### src/rtl/htr_pkg.sv
package htr_pkg;

   typedef logic [1:0] slot_type;

   localparam slot_type SLOT_REF     = 2'd0;
   localparam slot_type SLOT_INSIDE  = 2'd1;
   localparam slot_type SLOT_OUTSIDE = 2'd2;

   // configuration register indexes
   localparam int CSR_COUNT = 8;
   localparam int CSR_IDX_W = 3;
   localparam logic [CSR_IDX_W-1:0] CSR_SUMMER_ON    = 3'd0;
   localparam logic [CSR_IDX_W-1:0] CSR_SUMMER_OFF   = 3'd1;
   localparam logic [CSR_IDX_W-1:0] CSR_NORMAL_ON    = 3'd2;
   localparam logic [CSR_IDX_W-1:0] CSR_NORMAL_OFF   = 3'd3;
   localparam logic [CSR_IDX_W-1:0] CSR_SUMMER_ENTER = 3'd4;
   localparam logic [CSR_IDX_W-1:0] CSR_SUMMER_EXIT  = 3'd5;
   localparam logic [CSR_IDX_W-1:0] CSR_START_DELAY  = 3'd6;
   localparam logic [CSR_IDX_W-1:0] CSR_MIN_ON_TIME  = 3'd7;

   localparam logic [15:0] CSR_RESET [CSR_COUNT] = '{
      16'd80, 16'd50, 16'd60, 16'd30, 16'd250, 16'd240, 16'd1, 16'd5
   };

   // conversion constants
   localparam logic [15:0] INSIDE_BIAS    = 16'd13653;
   localparam logic [15:0] OUTSIDE_BIAS   = 16'd39361;
   localparam logic [15:0] INSIDE_OFFSET  = 16'd240;
   localparam logic [15:0] OUTSIDE_OFFSET = 16'd5;

   // x/55 and x/29 as (x * recip) >> 22, exact for x < 2^16 (x/55) and x < 2^17 (x/29)
   localparam int          MUL_X_W     = 17;
   localparam int          MUL_M_W     = 18;
   localparam int          MUL_P_W     = MUL_X_W + MUL_M_W;
   localparam int          RECIP_SHIFT = 22;
   localparam logic [MUL_M_W-1:0] RECIP_55 = 18'd76261;
   localparam logic [MUL_M_W-1:0] RECIP_29 = 18'd144632;
   localparam int          QUOT_W      = 12;

   typedef struct packed {
      slot_type    slot;
      logic [15:0] raw;
      logic [15:0] minute;
      logic        select_press;
      logic        next_press;
   } a_word_type;

   typedef struct packed {
      slot_type          slot;
      logic [QUOT_W-1:0] quot;
      logic              neg;
      logic [15:0]       minute;
      logic              select_press;
      logic              next_press;
   } b_word_type;

   typedef struct packed {
      slot_type    slot;
      logic [15:0] value;
      logic [15:0] minute;
      logic        select_press;
      logic        next_press;
   } c_word_type;

   typedef struct packed {
      logic        relay_on;
      logic        summer_mode;
      logic        info_mode;
      logic [15:0] inside_temp;
      logic [15:0] outside_temp;
      logic [15:0] latest_interval;
      logic [15:0] earlier_interval;
      slot_type    channel_slot;
   } rsp_word_type;

   function automatic slot_type next_slot(input slot_type cur);
      slot_type nxt;
      unique case (cur)
         SLOT_REF:     nxt = SLOT_INSIDE;
         SLOT_INSIDE:  nxt = SLOT_OUTSIDE;
         SLOT_OUTSIDE: nxt = SLOT_REF;
         default:      nxt = SLOT_REF;
      endcase
      return nxt;
   endfunction

endpackage

### src/rtl/htr_if.sv
interface htr_req_if;
   logic        valid;
   logic        ready;
   logic [15:0] raw_sample;
   logic [15:0] minute_count;
   logic        select_press;
   logic        next_press;

   modport source (output valid, raw_sample, minute_count, select_press, next_press,
                   input ready);
   modport sink   (input valid, raw_sample, minute_count, select_press, next_press,
                   output ready);
endinterface

interface htr_rsp_if;
   logic               valid;
   logic               ready;
   logic               relay_on;
   logic               summer_mode;
   logic               info_mode;
   logic signed [15:0] inside_temp;
   logic signed [15:0] outside_temp;
   logic        [15:0] latest_interval;
   logic        [15:0] earlier_interval;
   logic        [1:0]  channel_slot;

   modport source (output valid, relay_on, summer_mode, info_mode, inside_temp,
                   outside_temp, latest_interval, earlier_interval, channel_slot,
                   input ready);
   modport sink   (input valid, relay_on, summer_mode, info_mode, inside_temp,
                   outside_temp, latest_interval, earlier_interval, channel_slot,
                   output ready);
endinterface

### src/rtl/hysteresis_thermostat_relay.sv
// Thermostat relay controller. Each req word is one converter sample; a fixed
// rotation labels it reference, inside or outside reading, and every word yields
// one rsp word with relay, mode flags, both temperatures, the last two switch
// intervals and the slot of the next sample. One word is taken per cycle unless
// the output stalls; a word runs through four register stages (input,
// reciprocal multiply, temperature value, relay state and output) in that
// order before its rsp word is valid. The single 17x18 multiplier that does
// the divisions by 55 and 29 sets the stage depth. csr writes must go only
// between words, when the pipeline is empty; the block does not enforce it.
module hysteresis_thermostat_relay import htr_pkg::*; #(
   parameter int HISTORY_DEPTH = 3
) (
   input  logic                 clock,
   input  logic                 reset,
   htr_req_if.sink              req_bus,
   htr_rsp_if.source            rsp_bus,
   input  logic                 csr_write_en,
   input  logic [CSR_IDX_W-1:0] csr_index,
   input  logic [15:0]          csr_data
);

   localparam int LAST = HISTORY_DEPTH - 1;

   logic [15:0]  csr_ff [CSR_COUNT];

   slot_type     slot_ff;
   logic         a_valid_ff, b_valid_ff, c_valid_ff, rsp_valid_ff;
   a_word_type   a_ff;
   b_word_type   b_ff;
   c_word_type   c_ff;
   rsp_word_type rsp_ff, rsp_in;

   logic [15:0]  ref_ff;
   logic [15:0]  inside_ff, inside_in;
   logic [15:0]  outside_ff, outside_in;
   logic         relay_ff, relay_in;
   logic         summer_ff, summer_in;
   logic         info_ff, info_in;
   logic [15:0]  hist_ff [HISTORY_DEPTH];
   logic [15:0]  hist_in [HISTORY_DEPTH];

   logic out_free, c_free, b_free, a_free;
   logic c_move, b_move, a_move, accept;

   // ---------------- flow control ----------------
   assign out_free = !rsp_valid_ff || rsp_bus.ready;
   assign c_free   = !c_valid_ff || out_free;
   assign b_free   = !b_valid_ff || c_free;
   assign a_free   = !a_valid_ff || b_free;
   assign c_move   = c_valid_ff && out_free;
   assign b_move   = b_valid_ff && c_free;
   assign a_move   = a_valid_ff && b_free;
   assign accept   = req_bus.valid && a_free;

   assign req_bus.ready = a_free;

   // ---------------- configuration ----------------
   always_ff @(posedge clock) begin
      if (reset) begin
         csr_ff <= CSR_RESET;
      end else if (csr_write_en) begin
         csr_ff[csr_index] <= csr_data;
      end
   end

   // ---------------- input stage ----------------
   always_ff @(posedge clock) begin
      if (reset) begin
         slot_ff    <= SLOT_REF;
         a_valid_ff <= 1'b0;
      end else begin
         if (accept) begin
            slot_ff <= next_slot(slot_ff);
         end
         if (a_free) begin
            a_valid_ff <= accept;
         end
      end
   end

   always_ff @(posedge clock) begin
      if (accept) begin
         a_ff.slot         <= slot_ff;
         a_ff.raw          <= req_bus.raw_sample;
         a_ff.minute       <= req_bus.minute_count;
         a_ff.select_press <= req_bus.select_press;
         a_ff.next_press   <= req_bus.next_press;
      end
   end

   // ---------------- reciprocal multiply ----------------
   logic [15:0]        inside_diff;
   logic [15:0]        outside_diff;
   logic [15:0]        outside_mag;
   logic [MUL_X_W-1:0] mul_x;
   logic [MUL_M_W-1:0] mul_m;
   logic [MUL_P_W-1:0] mul_p;

   always_comb begin
      inside_diff  = a_ff.raw - INSIDE_BIAS;
      outside_diff = a_ff.raw - OUTSIDE_BIAS;
      // 0x8000 maps to 32768, which still fits as unsigned
      outside_mag  = outside_diff[15] ? 16'(16'd0 - outside_diff) : outside_diff;
      if (a_ff.slot == SLOT_INSIDE) begin
         mul_x = {1'b0, inside_diff};
         mul_m = RECIP_55;
      end else begin
         mul_x = {outside_mag, 1'b0};
         mul_m = RECIP_29;
      end
      mul_p = mul_x * mul_m;
   end

   always_ff @(posedge clock) begin
      if (reset) begin
         b_valid_ff <= 1'b0;
         ref_ff     <= '0;
      end else begin
         if (b_free) begin
            b_valid_ff <= a_move;
         end
         // later inside words are still in order behind this one
         if (a_move && a_ff.slot == SLOT_REF) begin
            ref_ff <= a_ff.raw;
         end
      end
   end

   always_ff @(posedge clock) begin
      if (a_move) begin
         b_ff.slot         <= a_ff.slot;
         b_ff.quot         <= mul_p[RECIP_SHIFT +: QUOT_W];
         b_ff.neg          <= outside_diff[15];
         b_ff.minute       <= a_ff.minute;
         b_ff.select_press <= a_ff.select_press;
         b_ff.next_press   <= a_ff.next_press;
      end
   end

   // ---------------- temperature value ----------------
   logic [15:0] quot_ext;
   logic [15:0] value_c;

   always_comb begin
      quot_ext = {{(16 - QUOT_W){1'b0}}, b_ff.quot};
      unique case (b_ff.slot)
         SLOT_INSIDE:  value_c = quot_ext - ref_ff - INSIDE_OFFSET;
         SLOT_OUTSIDE: value_c = (b_ff.neg ? 16'(16'd0 - quot_ext) : quot_ext)
                                 - OUTSIDE_OFFSET;
         default:      value_c = '0;
      endcase
   end

   always_ff @(posedge clock) begin
      if (reset) begin
         c_valid_ff <= 1'b0;
      end else if (c_free) begin
         c_valid_ff <= b_move;
      end
   end

   always_ff @(posedge clock) begin
      if (b_move) begin
         c_ff.slot         <= b_ff.slot;
         c_ff.value        <= value_c;
         c_ff.minute       <= b_ff.minute;
         c_ff.select_press <= b_ff.select_press;
         c_ff.next_press   <= b_ff.next_press;
      end
   end

   // ---------------- relay state ----------------
   logic        [15:0] on_lvl, off_lvl;
   logic        [15:0] elapsed;
   logic               turn_on, turn_off;

   always_comb begin
      inside_in  = (c_ff.slot == SLOT_INSIDE)  ? c_ff.value : inside_ff;
      outside_in = (c_ff.slot == SLOT_OUTSIDE) ? c_ff.value : outside_ff;
      info_in    = info_ff ^ c_ff.select_press;

      summer_in  = summer_ff ^ c_ff.next_press;
      if ($signed(outside_in) > $signed(csr_ff[CSR_SUMMER_ENTER])) begin
         summer_in = 1'b1;
      end
      if ($signed(outside_in) < $signed(csr_ff[CSR_SUMMER_EXIT]) && relay_ff) begin
         summer_in = 1'b0;
      end

      on_lvl  = summer_in ? csr_ff[CSR_SUMMER_ON]  : csr_ff[CSR_NORMAL_ON];
      off_lvl = summer_in ? csr_ff[CSR_SUMMER_OFF] : csr_ff[CSR_NORMAL_OFF];
      elapsed = c_ff.minute - hist_ff[LAST];

      turn_on  = !relay_ff && ($signed(inside_in) > $signed(on_lvl))
                 && (c_ff.minute > csr_ff[CSR_START_DELAY]);
      // a fresh turn-on leaves zero elapsed time, so the off check cannot pass
      turn_off = relay_ff && ($signed(inside_in) < $signed(off_lvl))
                 && (elapsed > csr_ff[CSR_MIN_ON_TIME]);
      relay_in = relay_ff ^ (turn_on || turn_off);

      for (int i = 0; i < HISTORY_DEPTH; i++) begin
         hist_in[i] = hist_ff[i];
      end
      if (turn_on || turn_off) begin
         for (int i = 0; i < HISTORY_DEPTH - 1; i++) begin
            hist_in[i] = hist_ff[i + 1];
         end
         hist_in[LAST] = c_ff.minute;
      end

      rsp_in.relay_on         = relay_in;
      rsp_in.summer_mode      = summer_in;
      rsp_in.info_mode        = info_in;
      rsp_in.inside_temp      = inside_in;
      rsp_in.outside_temp     = outside_in;
      rsp_in.latest_interval  = hist_in[LAST] - hist_in[LAST - 1];
      rsp_in.earlier_interval = hist_in[LAST - 1] - hist_in[LAST - 2];
      rsp_in.channel_slot     = next_slot(c_ff.slot);
   end

   always_ff @(posedge clock) begin
      if (reset) begin
         rsp_valid_ff <= 1'b0;
         inside_ff    <= '0;
         outside_ff   <= '0;
         relay_ff     <= 1'b0;
         summer_ff    <= 1'b0;
         info_ff      <= 1'b0;
         for (int i = 0; i < HISTORY_DEPTH; i++) begin
            hist_ff[i] <= '0;
         end
      end else begin
         if (out_free) begin
            rsp_valid_ff <= c_move;
         end
         if (c_move) begin
            inside_ff  <= inside_in;
            outside_ff <= outside_in;
            relay_ff   <= relay_in;
            summer_ff  <= summer_in;
            info_ff    <= info_in;
            hist_ff    <= hist_in;
         end
      end
   end

   always_ff @(posedge clock) begin
      if (c_move) begin
         rsp_ff <= rsp_in;
      end
   end

   assign rsp_bus.valid            = rsp_valid_ff;
   assign rsp_bus.relay_on         = rsp_ff.relay_on;
   assign rsp_bus.summer_mode      = rsp_ff.summer_mode;
   assign rsp_bus.info_mode        = rsp_ff.info_mode;
   assign rsp_bus.inside_temp      = rsp_ff.inside_temp;
   assign rsp_bus.outside_temp     = rsp_ff.outside_temp;
   assign rsp_bus.latest_interval  = rsp_ff.latest_interval;
   assign rsp_bus.earlier_interval = rsp_ff.earlier_interval;
   assign rsp_bus.channel_slot     = rsp_ff.channel_slot;

`ifndef SYNTH
   // every relay switch logs its minute as the newest history entry
   a_switch_logged: assert property (@(posedge clock) disable iff (reset)
      (c_move && (relay_in != relay_ff)) |=> (hist_ff[LAST] == $past(c_ff.minute)))
      else $error("relay switch not logged in history");

   // relay turns on only after the start delay
   a_start_delay: assert property (@(posedge clock) disable iff (reset)
      (c_move && !relay_ff && relay_in) |-> (c_ff.minute > csr_ff[CSR_START_DELAY]))
      else $error("relay turned on before start delay");

   // relay turns off only after the minimum on time since the last switch
   a_min_on: assert property (@(posedge clock) disable iff (reset)
      (c_move && relay_ff && !relay_in)
         |-> (16'(c_ff.minute - hist_ff[LAST]) > csr_ff[CSR_MIN_ON_TIME]))
      else $error("relay turned off before minimum on time");

   // a stalled value word holds until the output frees up
   a_c_hold: assert property (@(posedge clock) disable iff (reset)
      (c_valid_ff && !out_free) |=> (c_valid_ff && $stable(c_ff)))
      else $error("value stage word lost under stall");

   // the slot rotation never reaches the unused code
   a_slot_range: assert property (@(posedge clock) disable iff (reset)
      accept |=> (slot_ff == SLOT_REF || slot_ff == SLOT_INSIDE
                  || slot_ff == SLOT_OUTSIDE))
      else $error("slot counter out of rotation");
`endif

endmodule
### src/flat_wrapper.sv
// flat-port wrapper written by rule: the top's interface ports become plain ports
module hysteresis_thermostat_relay_flat import htr_pkg::*;
#(
   parameter int HISTORY_DEPTH = 3
)
  (clock, reset, csr_write_en, csr_index, csr_data, req_bus_valid, req_bus_raw_sample, req_bus_minute_count, req_bus_select_press, req_bus_next_press, req_bus_ready, rsp_bus_valid, rsp_bus_relay_on, rsp_bus_summer_mode, rsp_bus_info_mode, rsp_bus_inside_temp, rsp_bus_outside_temp, rsp_bus_latest_interval, rsp_bus_earlier_interval, rsp_bus_channel_slot, rsp_bus_ready);
  htr_req_if req_bus_i ();
  htr_rsp_if rsp_bus_i ();
  input  logic clock;
  input  logic reset;
  input  logic csr_write_en;
  input  logic [CSR_IDX_W-1:0] csr_index;
  input  logic [15:0] csr_data;
  input wire logic [$bits(req_bus_i.valid)-1:0] req_bus_valid;
  input wire logic [$bits(req_bus_i.raw_sample)-1:0] req_bus_raw_sample;
  input wire logic [$bits(req_bus_i.minute_count)-1:0] req_bus_minute_count;
  input wire logic [$bits(req_bus_i.select_press)-1:0] req_bus_select_press;
  input wire logic [$bits(req_bus_i.next_press)-1:0] req_bus_next_press;
  output wire logic [$bits(req_bus_i.ready)-1:0] req_bus_ready;
  output wire logic [$bits(rsp_bus_i.valid)-1:0] rsp_bus_valid;
  output wire logic [$bits(rsp_bus_i.relay_on)-1:0] rsp_bus_relay_on;
  output wire logic [$bits(rsp_bus_i.summer_mode)-1:0] rsp_bus_summer_mode;
  output wire logic [$bits(rsp_bus_i.info_mode)-1:0] rsp_bus_info_mode;
  output wire logic [$bits(rsp_bus_i.inside_temp)-1:0] rsp_bus_inside_temp;
  output wire logic [$bits(rsp_bus_i.outside_temp)-1:0] rsp_bus_outside_temp;
  output wire logic [$bits(rsp_bus_i.latest_interval)-1:0] rsp_bus_latest_interval;
  output wire logic [$bits(rsp_bus_i.earlier_interval)-1:0] rsp_bus_earlier_interval;
  output wire logic [$bits(rsp_bus_i.channel_slot)-1:0] rsp_bus_channel_slot;
  input wire logic [$bits(rsp_bus_i.ready)-1:0] rsp_bus_ready;
  assign req_bus_i.valid = req_bus_valid;
  assign req_bus_i.raw_sample = req_bus_raw_sample;
  assign req_bus_i.minute_count = req_bus_minute_count;
  assign req_bus_i.select_press = req_bus_select_press;
  assign req_bus_i.next_press = req_bus_next_press;
  assign req_bus_ready = req_bus_i.ready;
  assign rsp_bus_valid = rsp_bus_i.valid;
  assign rsp_bus_relay_on = rsp_bus_i.relay_on;
  assign rsp_bus_summer_mode = rsp_bus_i.summer_mode;
  assign rsp_bus_info_mode = rsp_bus_i.info_mode;
  assign rsp_bus_inside_temp = rsp_bus_i.inside_temp;
  assign rsp_bus_outside_temp = rsp_bus_i.outside_temp;
  assign rsp_bus_latest_interval = rsp_bus_i.latest_interval;
  assign rsp_bus_earlier_interval = rsp_bus_i.earlier_interval;
  assign rsp_bus_channel_slot = rsp_bus_i.channel_slot;
  assign rsp_bus_i.ready = rsp_bus_ready;
  hysteresis_thermostat_relay #(.HISTORY_DEPTH(HISTORY_DEPTH)) u_core (.clock(clock), .reset(reset), .req_bus(req_bus_i), .rsp_bus(rsp_bus_i), .csr_write_en(csr_write_en), .csr_index(csr_index), .csr_data(csr_data));
endmodule
### config.mk
export PLATFORM = sky130hd
export DESIGN_NAME = hysteresis_thermostat_relay_flat
export DESIGN_NICKNAME = d
export VERILOG_FILES = /design/src/rtl/htr_pkg.sv /design/src/rtl/htr_if.sv /design/src/rtl/hysteresis_thermostat_relay.sv /design/src/flat_wrapper.sv
export SDC_FILE = /design/constraint.sdc
export NUM_CORES = 1
export LEC_CHECK = 0
export BUFFER_PORTS_ARGS = -buffer_cell sky130_fd_sc_hd__buf_2
export CAP_MARGIN = 10
export CORE_MARGIN = 1.5
export CORE_UTILIZATION = 65
export CTS_CLUSTER_SIZE = 10
export DETAILED_ROUTE_END_ITERATION = 7
export PLACE_DENSITY = 0.84
export SLEW_MARGIN = 30
export SYNTH_ARGS = -nofsm -noshare
export SYNTH_HDL_FRONTEND = slang
export SYNTH_SLANG_ARGS = --single-unit
### constraint.sdc
create_clock -name clock -period 25.9 [get_ports clock]
set_input_delay 6.475 -clock clock [delete_from_list [all_inputs] [get_ports clock]]
set_output_delay 6.475 -clock clock [all_outputs]
set_load 0.005 [all_outputs]
# Yosys cells after proc, flatten, opt, wreduce, memory -nomap -nowiden
# Index checks and enable logic that the tools add are counted.
# word_totals
latch_bits,0
regBits,407
mem_bits_ro,0
out_inout_bits,71
ramBits,0
n_memories,0
# classes
order_cmp,8
n_bitwise,4
n_reduce_logical,24
muxes,17
n_eq_ne,6
addsub,10
multipliers,1
n_shift,0
n_div,0
# ops
op,count
$bwmux 128,1
$mux 16,7
$gt 16x16->1,4
$demux 16 s3,1
$mux 48,1
$sub 16x16->16,3
$mul 17x18->34,1
$lt 16x16->1,2
$pmux 16 s2,1
$mux 18,1
$mux 17,1
$sub 1x16->16 const A,1
$sub 12x16->16,1
$sub 16x14->16 const B,1
$sub 16x16->16 const B,1
$sub 16x3->16 const B,1
$sub 16x8->16 const B,1
$sub 1x12->13 const A,1
$logic_and 1x1->1,11
$eq 2x1->1 const B,4
$pmux 2 s2,2
$logic_not 2->1,3
$logic_not 1->1,5
$logic_or 1x1->1,5
6 further kinds,10

# Depth between registers and ports, before layout
# Gate-level depths: netlist of run 1.
# logic_depth
depth_word,12
ltp_mapped,38
mapped_depth_nobuf,36

# Worst setup path after synthesis of run 1
# No wires, ideal clock.
# synth_timing
path_kind,input -> output
startpoint,input port rsp_bus_ready
endpoint,output port req_bus_ready
arrival_ps,6882
n_path_buf,0
required_time_ps,19425
cell_stages,2
slack_ps,12543
path_cell_list,nor2b_1 -> nand4_1
# synth_between
elab_chain_len,4
# synth_rtl
element,line,rtl
"start, declared",flat_wrapper.sv:29,input wire logic [$bits(rsp_bus_i.ready)-1:0] rsp_bus_ready;
$logic_or 1x1->1,hysteresis_thermostat_relay.sv:46,assign out_free = !rsp_valid_ff || rsp_bus.ready;
$logic_or 1x1->1,hysteresis_thermostat_relay.sv:47,assign c_free = !c_valid_ff || out_free;
$logic_or 1x1->1,hysteresis_thermostat_relay.sv:48,assign b_free = !b_valid_ff || c_free;
$logic_or 1x1->1,hysteresis_thermostat_relay.sv:49,assign a_free = !a_valid_ff || b_free;
"end, declared",flat_wrapper.sv:19,output wire logic [$bits(req_bus_i.ready)-1:0] req_bus_ready;
# Every way passes these cells.

# Final worst setup path of run 1
# Same ends and word-level chain as after synthesis.

==> qor.txt, run 1 <==
antenna violations before repair - 0
max-slew violations - 0
critical path type - primary input to output port
height of the die - 210.6 µm
Worst Max-Slew Pin Slew - 0.9444 ns
crit path DAT - 7.38 ns
min Tclk post-route - 13.85 ns
Die Footprint - 44360 µm²
Slew headroom - 0.3661
CP Max Fanout - 6
max cap viols - 0
Fin Setup TNS - 0 ns
CORE AREA - 42230 µm²
Clock Sink Count - 407
via/cell ratio - 5.889
FP Rows - 75
most frequent cells in the layout - inv_1, nand2_1, ha_1
Die W - 210.6 µm
post-route ant nets - 0
Post-synth EDFFs - 174
period utilisation layout - 0.5349
GRT Resource Usage Total - 0.3108
grt total ovfl - 0
vias in the first global route - 21630
Clock Skew - 0.03816 ns
final net count - 3570
gate count after technology mapping - 2964
area share of the largest cell type after synthesis - 0.1865
Reg clk slew, reported paths - 0.05 ns
layout cells sized above 1 - 0.08735
outcome - finished, final reports clean
maximum vdd drop - 642.1 µV
Post-CTS Resized - 0
Async S/R FF share, synth - 0
synth top area cells - edfxtp_1, dfxtp_1, ha_1
Power Density - 152.8 nW/µm²
area leader, netlist - edfxtp_1
P_leak - 13.27 nW
# H-tree levels - 2
Placed Area - 29060 µm²
DRC viols - 0
Via Count - 21380
commonest non-fill, non-tap cell in the layout - inv_1
RSZ-0062 raised after global routing - no
FF+latch count, synth - 407
postcts setup bufs - 0
Critical Path RT - 19.42 ns
HPWL after DPL - 51.52 mm
Critical Path End Type - output port
hold crit path type - flop to flop
Total Routed Length - 68.55 mm
gpl congestion - 1.004
DRT iter0 DRCs - 1452
leading register cell type out of synthesis - dfxtp_1
final number of hold-violating endpoints - 0
diodes inserted - 0
initial cell density of the core - 0.6636
Worst setup SP type - primary input
Ports - 129
wire per inst - 18.88 µm
CTS max path bufs - 3
first-pass GRT wire length - 108.4 mm
register area share after synthesis - 0.3529
design area - 30560 µm²
Post-CTS Hold Buffers - 0
Root Driver - clkbuf_16
Synth cell types - 78
First-pass DRT Iterations - 5
synthesized area - 28020 µm²
Yosys warnings - 0
Max Clock Freq - 72.18 MHz
TritonCTS Buffers - 49
pin count of the biggest net entering global routing - 159
Layout area overhead - 9.074%
syn avg cell area - 9.454 µm²
fin cells - 3630
Setup Viol. Count Final - 0
IO Port Bufs - 128
DP Cell Count - 3543
later-pin clock latency in the skew report - 0.60 ns
CTS tree - yes
## sequential cells by signal (all words and copies together) (netlist names), 33 cells and up
register and count:
u_core.b_ff 33, u_core.csr_ff 128, u_core.a_ff 36, u_core.c_ff 36
u_core.hist_ff 48
## final timing paths
check        depth (start not counted)               to             from  slack, ns
min                                  0   u_core.c_ff[8]   u_core.b_ff[8]       0.41
min reg2reg                          0   u_core.c_ff[8]   u_core.b_ff[8]       0.41
max                                  4    req_bus_ready    rsp_bus_ready      12.05
max reg2reg                         29  u_core.b_ff[30]  u_core.a_ff[18]      15.84
## metrics by stage
step	hold slack, ns	setup slack [ns]	power [W]	utilization
2_1_floorplan	0.4003	12.54	0.003199	-
3_3_place_gp	0.4015	12.14	0.003899	0.6878
3_5_place_dp	0.4045	12.10	0.004053	0.6881
4_1_cts	0.4022	12.05	0.004719	0.7230
5_1_grt	0.4187	11.96	0.005180	0.7238
6_report	0.4069	12.05	0.004669	0.7238
## worst max-delay path: stages
cell	delay, ns
buf_2	0.10
nor2b_1	0.39
nand4_1	0.23
buf_2	0.18
## cell usage after synthesis, types with 16 or more instances
library cell	count
a21o_1	29
a211o_1	20
a21oi_1	194
nand4_1	21
edfxtp_1	174
nor3_1	66
xnor2_1	88
dfxtp_1	233
mux2_2	32
o21ai_0	55
fa_1	161
clkbuf_2	16
nand3b_1	16
ha_1	295
nand2_1	361
mux2i_1	113
nor2_1	252
clkbuf_1	84
o21a_1	19
nand3_1	31
inv_1	386
nor2b_1	28
xor2_1	33
nand2b_1	21
## report_power, final
part	internal [W]	leakage [nW]	switching [W]
Combinational	0.00135	9.06	0.00186
Clock	0.000368	0.708	0.000271
Sequential	0.000785	3.51	0.0000285
Total	0.00251	13.3	0.00216
## cell families (layout without fill, tap and decap cells)
family,after synthesis,count (layout),synth area share
compound gates,449,449,0.09984
xor+xnor,123,123,0.03898
fa+ha+maj,456,456,0.2468
buf+inv,520,625,0.07203
flops,407,407,0.3529
mux,146,146,0.05403
other cells,2,24,0.0002680
simple gates,861,861,0.1352
## per-layer routing
layer | vias to the layer above | wire, µm | global-route usage
met5 | - | 0 | 0
met4 | 0 | 3225 | 0.1510
met3 | 214 | 4269 | 0.03762
met2 | 753 | 34440 | 0.5543
met1 | 10360 | 26610 | 0.3726
li1 | 10050 | - | -
## layout make-up
class | count | area, µm²
Clock buffer | 80 | 1394
Clock inverter | 6 | 78.83
Fill cell | 3023 | 11660
Inverter | 393 | 1478
Multi-Input combinational cell | 2059 | 16240
Sequential cell | 407 | 9889
Tap cell | 539 | 674.4
Timing Repair Buffer | 146 | 805.8
(Power assumes the default switching activity.)
==> run 2, diff against run 1 <==
- ABC_AREA: unset -> 1
- CORE_UTILIZATION: 65 -> 57
- PLACE_DENSITY: 0.84 -> 0.78
- clock period: 25.9 -> 12.6 ns (I/O delays scaled with it)
==> qor.txt, run 2 <==
diodes inserted - 0 (unchanged)
first-pass GRT wire length - 109.1 mm (+0.67%)
CTS tree - yes
pin count of the biggest net entering global routing - 97 (-39%)
Post-CTS Hold Buffers - 0 (unchanged)
gate count after technology mapping - 3285 (+11%)
Setup Viol. Count Final - 0 (unchanged)
max-slew violations - 0 (unchanged)
synth top area cells - edfxtp_1, dfxtp_1, ha_1
FP Rows - 80 (+6.7%)
HPWL after DPL - 50.96 mm (-1.1%)
Slew headroom - 0.3276 (-0.03850)
height of the die - 224.2 µm (+6.5%)
Worst Max-Slew Pin Slew - 0.9980 ns (+0.05360 ns)
grt total ovfl - 0 (unchanged)
Post-synth EDFFs - 174 (unchanged)
maximum vdd drop - 452.3 µV (-30%)
CP Max Fanout - 17 (+11)
wire per inst - 16.74 µm (-11%)
RSZ-0062 raised after global routing - no
postcts setup bufs - 0 (unchanged)
min Tclk post-route - 9.116 ns
Die W - 224.2 µm (+6.5%)
Max Clock Freq - 109.7 MHz
Clock Skew - 0.01058 ns (-0.02758 ns)
antenna violations before repair - 1 (+1)
most frequent cells in the layout - inv_1, nand2_1, nor2_1
Hold Crit Start - u_core.a_ff[5]
Synth cell types - 49 (-37%)
post-route ant nets - 0 (unchanged)
CP dominant cell by count - inv_1
Critical Path End Type - flop
DRT iter0 DRCs - 1603 (+10%)
Layout area overhead - 10.10%
worst reg-to-reg setup slack - 3.48 ns (-12.36 ns)
# H-tree levels - 2 (unchanged)
Async S/R FF share, synth - 0 (unchanged)
FF+latch count, synth - 407 (unchanged)
later-pin clock latency in the skew report - 0.60 ns (about the same)
Commonest cells post-synth - inv_1, nand2_1, nor2_1
layout cells sized above 1 - 0.06765 (-0.01970)
via/cell ratio - 5.446 (-7.5%)
critical register-to-register path startpoint - u_core.a_ff[18]
First-pass DRT Iterations - 5 (unchanged)
Ports - 129 (unchanged)
P_leak - 14.38 nW (+8.4%)
final number of hold-violating endpoints - 0 (unchanged)
outcome - finished, final reports clean
Total Routed Length - 67.95 mm (-0.87%)
TritonCTS Buffers - 49 (unchanged)
final net count - 3919 (+9.8%)
slowest CP cell - fa_1
Reg with most FFs - u_core.csr_ff
Critical path buffers and inverters - 8 (+6)
reg-to-reg endpoint - u_core.b_ff[30]
max cap viols - 0 (unchanged)
synthesized area - 27900 µm² (-0.43%)
hold path endpoint - u_core.b_ff[5]
Critical Path RT - 12.94 ns (-6.48 ns)
initial cell density of the core - 0.5807 (-0.08285)
Worst setup SP type - flop
gpl congestion - 0.9619 (-4.2%)
Reg clk slew, reported paths - 0.06 ns (about the same)
leading register cell type out of synthesis - dfxtp_1
period utilisation layout - 0.7235
CTS max path bufs - 3 (unchanged)
register area share after synthesis - 0.3545 (+0.001519)
worst reg2reg path depth - 39 (+34%)
crit path DAT - 9.46 ns (+2.08 ns)
Yosys warnings - 0 (unchanged)
CORE AREA - 48050 µm² (+14%)
hold depth - 0 (unchanged)
critical path type - flop to flop
area leader, netlist - edfxtp_1
family with the most delay on the worst path - adder cells
IO Port Bufs - 128 (unchanged)
Clock Sink Count - 407 (unchanged)
Crit path largest cell delay - 0.58 ns (+0.19 ns)
vias in the first global route - 21450 (-0.86%)
max FFs per register - 128 (unchanged)
commonest non-fill, non-tap cell in the layout - inv_1
Power Density - 276.4 nW/µm² (+81%)
syn avg cell area - 8.493 µm² (-10%)
hold crit path type - flop to flop
DRC viols - 0 (unchanged)
Hold Slack - 0.4153 ns (+0.008361 ns)
GRT Resource Usage Total - 0.2739 (-0.03696)
area share of the largest cell type after synthesis - 0.1873 (+0.0008028)
Fin Setup TNS - 0 ns (unchanged)
Via Count - 22110 (+3.4%)
Post-CTS Resized - 0 (unchanged)
Regs by FF count - u_core.csr_ff (128), u_core.hist_ff (48)
Die Footprint - 50280 µm² (+13%)
most frequent cell after synthesis - inv_1
Root Driver - clkbuf_16
run 2: logic make-up after synthesis:
logic type,after synthesis,share of synthesized area
simple gates,833,0.1205
flops,407,0.3545
other cells,2,0.0002692
compound gates,698,0.1340
xor+xnor,84,0.02637
mux,30,0.01076
fa+ha+maj,456,0.2478
buf+inv,775,0.1058
run 2: report_power, final:
part	switching [W]	internal (W)
Combinational	0.00343	0.00207
Clock	0.000563	0.000788
Sequential	0.0000485	0.00160
run 2: worst max path at each step:
stage                               start              end  slack (ns)  depth (start not counted)
after floorplan           u_core.a_ff[18]  u_core.b_ff[30]        4.85                         36
after global placement    u_core.a_ff[18]  u_core.b_ff[30]        3.79                         37
after detailed placement  u_core.a_ff[18]  u_core.b_ff[30]        3.65                         39
after CTS                 u_core.a_ff[18]  u_core.b_ff[30]        3.60                         39
after global routing      u_core.a_ff[18]  u_core.b_ff[30]        2.65                         35
final                     u_core.a_ff[18]  u_core.b_ff[30]        3.48                         39
run 2: cell type report:
type	count	area [µm²]
clock buffers	84	1420
clock inverters	6	103.9
fillers	3991	17330
inverters	668	2511
multi-input cells	2125	15160
flip-flops and latches	407	9889
well taps	615	769.5
repair buffers	154	862.1
run 2: through the flow:
step	total power, W	instances	setup slack (ns)	instance area (µm²)	utilization
finish	0.008490	4059	3.484	30720	0.6394
global route	0.009299	4059	2.647	30720	0.6394
CTS	0.008467	4059	3.602	30720	0.6394
detailed placement	0.007048	3969	3.653	29200	0.6077
global placement	0.006930	3968	3.789	29160	0.6069
floorplan	0.005716	3307	4.849	27980	-
run 2: metal layers:
layer | GRT usage | vias up | routed length [µm]
met5 | 0 | - | 13
met2 | 0.4650 | 665 | 31960
met4 | 0.1005 | 2 | 2396
met1 | 0.3585 | 10410 | 29300
met3 | 0.03684 | 148 | 4282
li1 | - | 10880 | -
==> run 3, diff against run 2 <==
- CORE_UTILIZATION: 57 -> 63
- PLACE_DENSITY: 0.78 -> 0.81
- clock period: 12.6 -> 9.27 ns (I/O delays scaled with it)
==> qor.txt, run 3 (same netlist as run 2, synthesis figures left out) <==
outcome - finished, final reports clean
max FFs per register - 128 (unchanged)
TritonCTS Buffers - 48 (-2.0%)
post-route ant nets - 0 (unchanged)
worst reg2reg path depth - 31 (-21%)
final net count - 3929 (+0.26%)
family with the most delay on the worst path - adder cells
First-pass DRT Iterations - 5 (unchanged)
Die W - 213.4 µm (-4.8%)
Slew headroom - 0.2997 (-0.02793)
Die Footprint - 45560 µm² (-9.4%)
postcts setup bufs - 0 (unchanged)
gpl congestion - 0.9670 (+0.53%)
Power Density - 383.7 nW/µm² (+39%)
DRC viols - 0 (unchanged)
Filler cells - 3330 (-17%)
diodes inserted - 0 (unchanged)
Regs by FF count - u_core.csr_ff (128), u_core.hist_ff (48)
critical register-to-register path startpoint - u_core.a_ff[18]
CTS max path bufs - 3 (unchanged)
via/cell ratio - 5.616 (+3.1%)
CTS tree - yes
grt total ovfl - 0 (unchanged)
hold crit path type - flop to flop
initial cell density of the core - 0.6434 (+0.06274)
first-pass GRT wire length - 113.4 mm (+3.9%)
Reg with most FFs - u_core.csr_ff
IO Port Bufs - 128 (unchanged)
wire per inst - 17.76 µm (+6.1%)
slowest CP cell - fa_1
commonest non-fill, non-tap cell in the layout - inv_1
Crit path largest cell delay - 0.55 ns (-0.03 ns)
# H-tree levels - 2 (unchanged)
final number of hold-violating endpoints - 0 (unchanged)
Via Count - 22680 (+2.6%)
crit path DAT - 9.01 ns (-0.45 ns)
DRT iter0 DRCs - 1893 (+18%)
Worst Max-Slew Pin Slew - 1.049 ns (+0.05138 ns)
fin cells - 4038 (-0.52%)
Worst setup SP type - flop
Critical Path End Type - flop
GRT Resource Usage Total - 0.3196 (+0.04571)
Setup crit end - u_core.b_ff[27]
HPWL after DPL - 54.79 mm (+7.5%)
CP Max Fanout - 9 (-8)
Clock Skew - 0.02072 ns (+0.01015 ns)
Total Routed Length - 71.70 mm (+5.5%)
Fin Setup TNS - 0 ns (unchanged)
Setup Viol. Count Final - 0 (unchanged)
RSZ-0062 raised after global routing - no
worst reg-to-reg setup slack - 0.56 ns (-2.92 ns)
antenna violations before repair - 1 (unchanged)
Root Driver - clkbuf_16
Critical path buffers and inverters - 4 (-4)
P_leak - 14.42 nW (+0.23%)
max cap viols - 0 (unchanged)
later-pin clock latency in the skew report - 0.60 ns (about the same)
Layout area overhead - 10.02% (about the same)
Max Clock Freq - 114.8 MHz (+4.7%)
instance count on the critical path - 31 (-21%)
Ports - 129 (unchanged)
CORE AREA - 43360 µm² (-9.8%)
Clock Sink Count - 407 (unchanged)
reg-to-reg endpoint - u_core.b_ff[27]
FP Rows - 76 (-5.0%)
layout cells sized above 1 - 0.07124 (+0.003589)
most frequent cells in the layout - inv_1, nand2_1, nor2_1
DP Cell Count - 3949 (-0.50%)
period utilisation layout - 0.9395 (+0.2160)
CP dominant cell by count - fa_1
maximum vdd drop - 645.6 µV (+43%)
max-slew violations - 0 (unchanged)
height of the die - 213.4 µm (-4.8%)
Reg clk slew, reported paths - 0.05 ns (about the same)
Critical Path RT - 9.58 ns (-3.36 ns)
CP startpoint - u_core.a_ff[18]
vias in the first global route - 22430 (+4.6%)
pin count of the biggest net entering global routing - 124 (+28%)
min Tclk post-route - 8.709 ns (-0.4074 ns)
critical path type - flop to flop
==> run 3: final cells by class <==
cell class | count | area [µm²] | share of cell area
clock inverter | 6 | 68.82 | 0.002242
clock buffer | 82 | 1370 | 0.04463
sequential | 407 | 9889 | 0.3222
tap | 585 | 732.0 | 0.02384
timing repair buffer | 164 | 940.9 | 0.03065
multi-input combinational | 2126 | 15190 | 0.4947
inverter | 668 | 2510 | 0.08176
==> run 3: worst min path at each step <==
stage                     cells after the start              to      startpoint
after CTS                                     0  u_core.c_ff[2]  u_core.b_ff[2]
final                                         0  u_core.c_ff[2]  u_core.b_ff[2]
after global placement                        0  u_core.b_ff[1]  u_core.a_ff[1]
after detailed placement                      0  u_core.c_ff[2]  u_core.b_ff[2]
after global routing                          0  u_core.c_ff[2]  u_core.b_ff[2]
after floorplan                               0  u_core.b_ff[0]  u_core.a_ff[0]
==> run 3: power by group <==
part	leakage [nW]	switching (W)	internal [W]
clock	0.690	0.000752	0.00100
combinational	10.2	0.00493	0.00283
sequential	3.53	0.0000824	0.00217
total	14.4	0.00577	0.00601
==> run 3: metal layers <==
metal | vias up | wire length (µm) | GRT usage
li1 | 10860 | - | -
met1 | 10790 | 29400 | 0.4073
met2 | 856 | 34770 | 0.5535
met3 | 177 | 5068 | 0.04584
met4 | 0 | 2462 | 0.1175
met5 | - | 0 | 0
==> run 3: worst register-to-register path, delay by kind of cell, from the launching register on <==
family          cells  cell delay, ns
simple gates       11            1.56
compound gates      5            1.64
buf+inv             4            0.36
flops               1            0.50
xor+xnor            3            0.58
fa+ha+maj           8            3.77
==> run 3: timing repair <==
action	CTS	global route
hold buffers	0	0
resized for setup	0	4
setup endpoints to repair	0	3
==> run 3: through the flow <==
| stage | setup WS [ns] | cell area [µm²] | hold WS, ns | util | power (W) |
|---|---|---|---|---|---|
| 6_report | 0.5613 | 30700 | 0.4165 | 0.7079 | 0.01178 |
| 5_1_grt | 0.01374 | 30700 | 0.4208 | 0.7079 | 0.01285 |
| 4_1_cts | 0.6187 | 30660 | 0.4154 | 0.7071 | 0.01166 |
| 3_5_place_dp | 0.6166 | 29220 | 0.4045 | 0.6739 | 0.009832 |
| 3_3_place_gp | 0.7719 | 29200 | 0.4018 | 0.6733 | 0.009425 |
| 2_1_floorplan | 1.519 | 27980 | 0.4003 | - | 0.007769 |
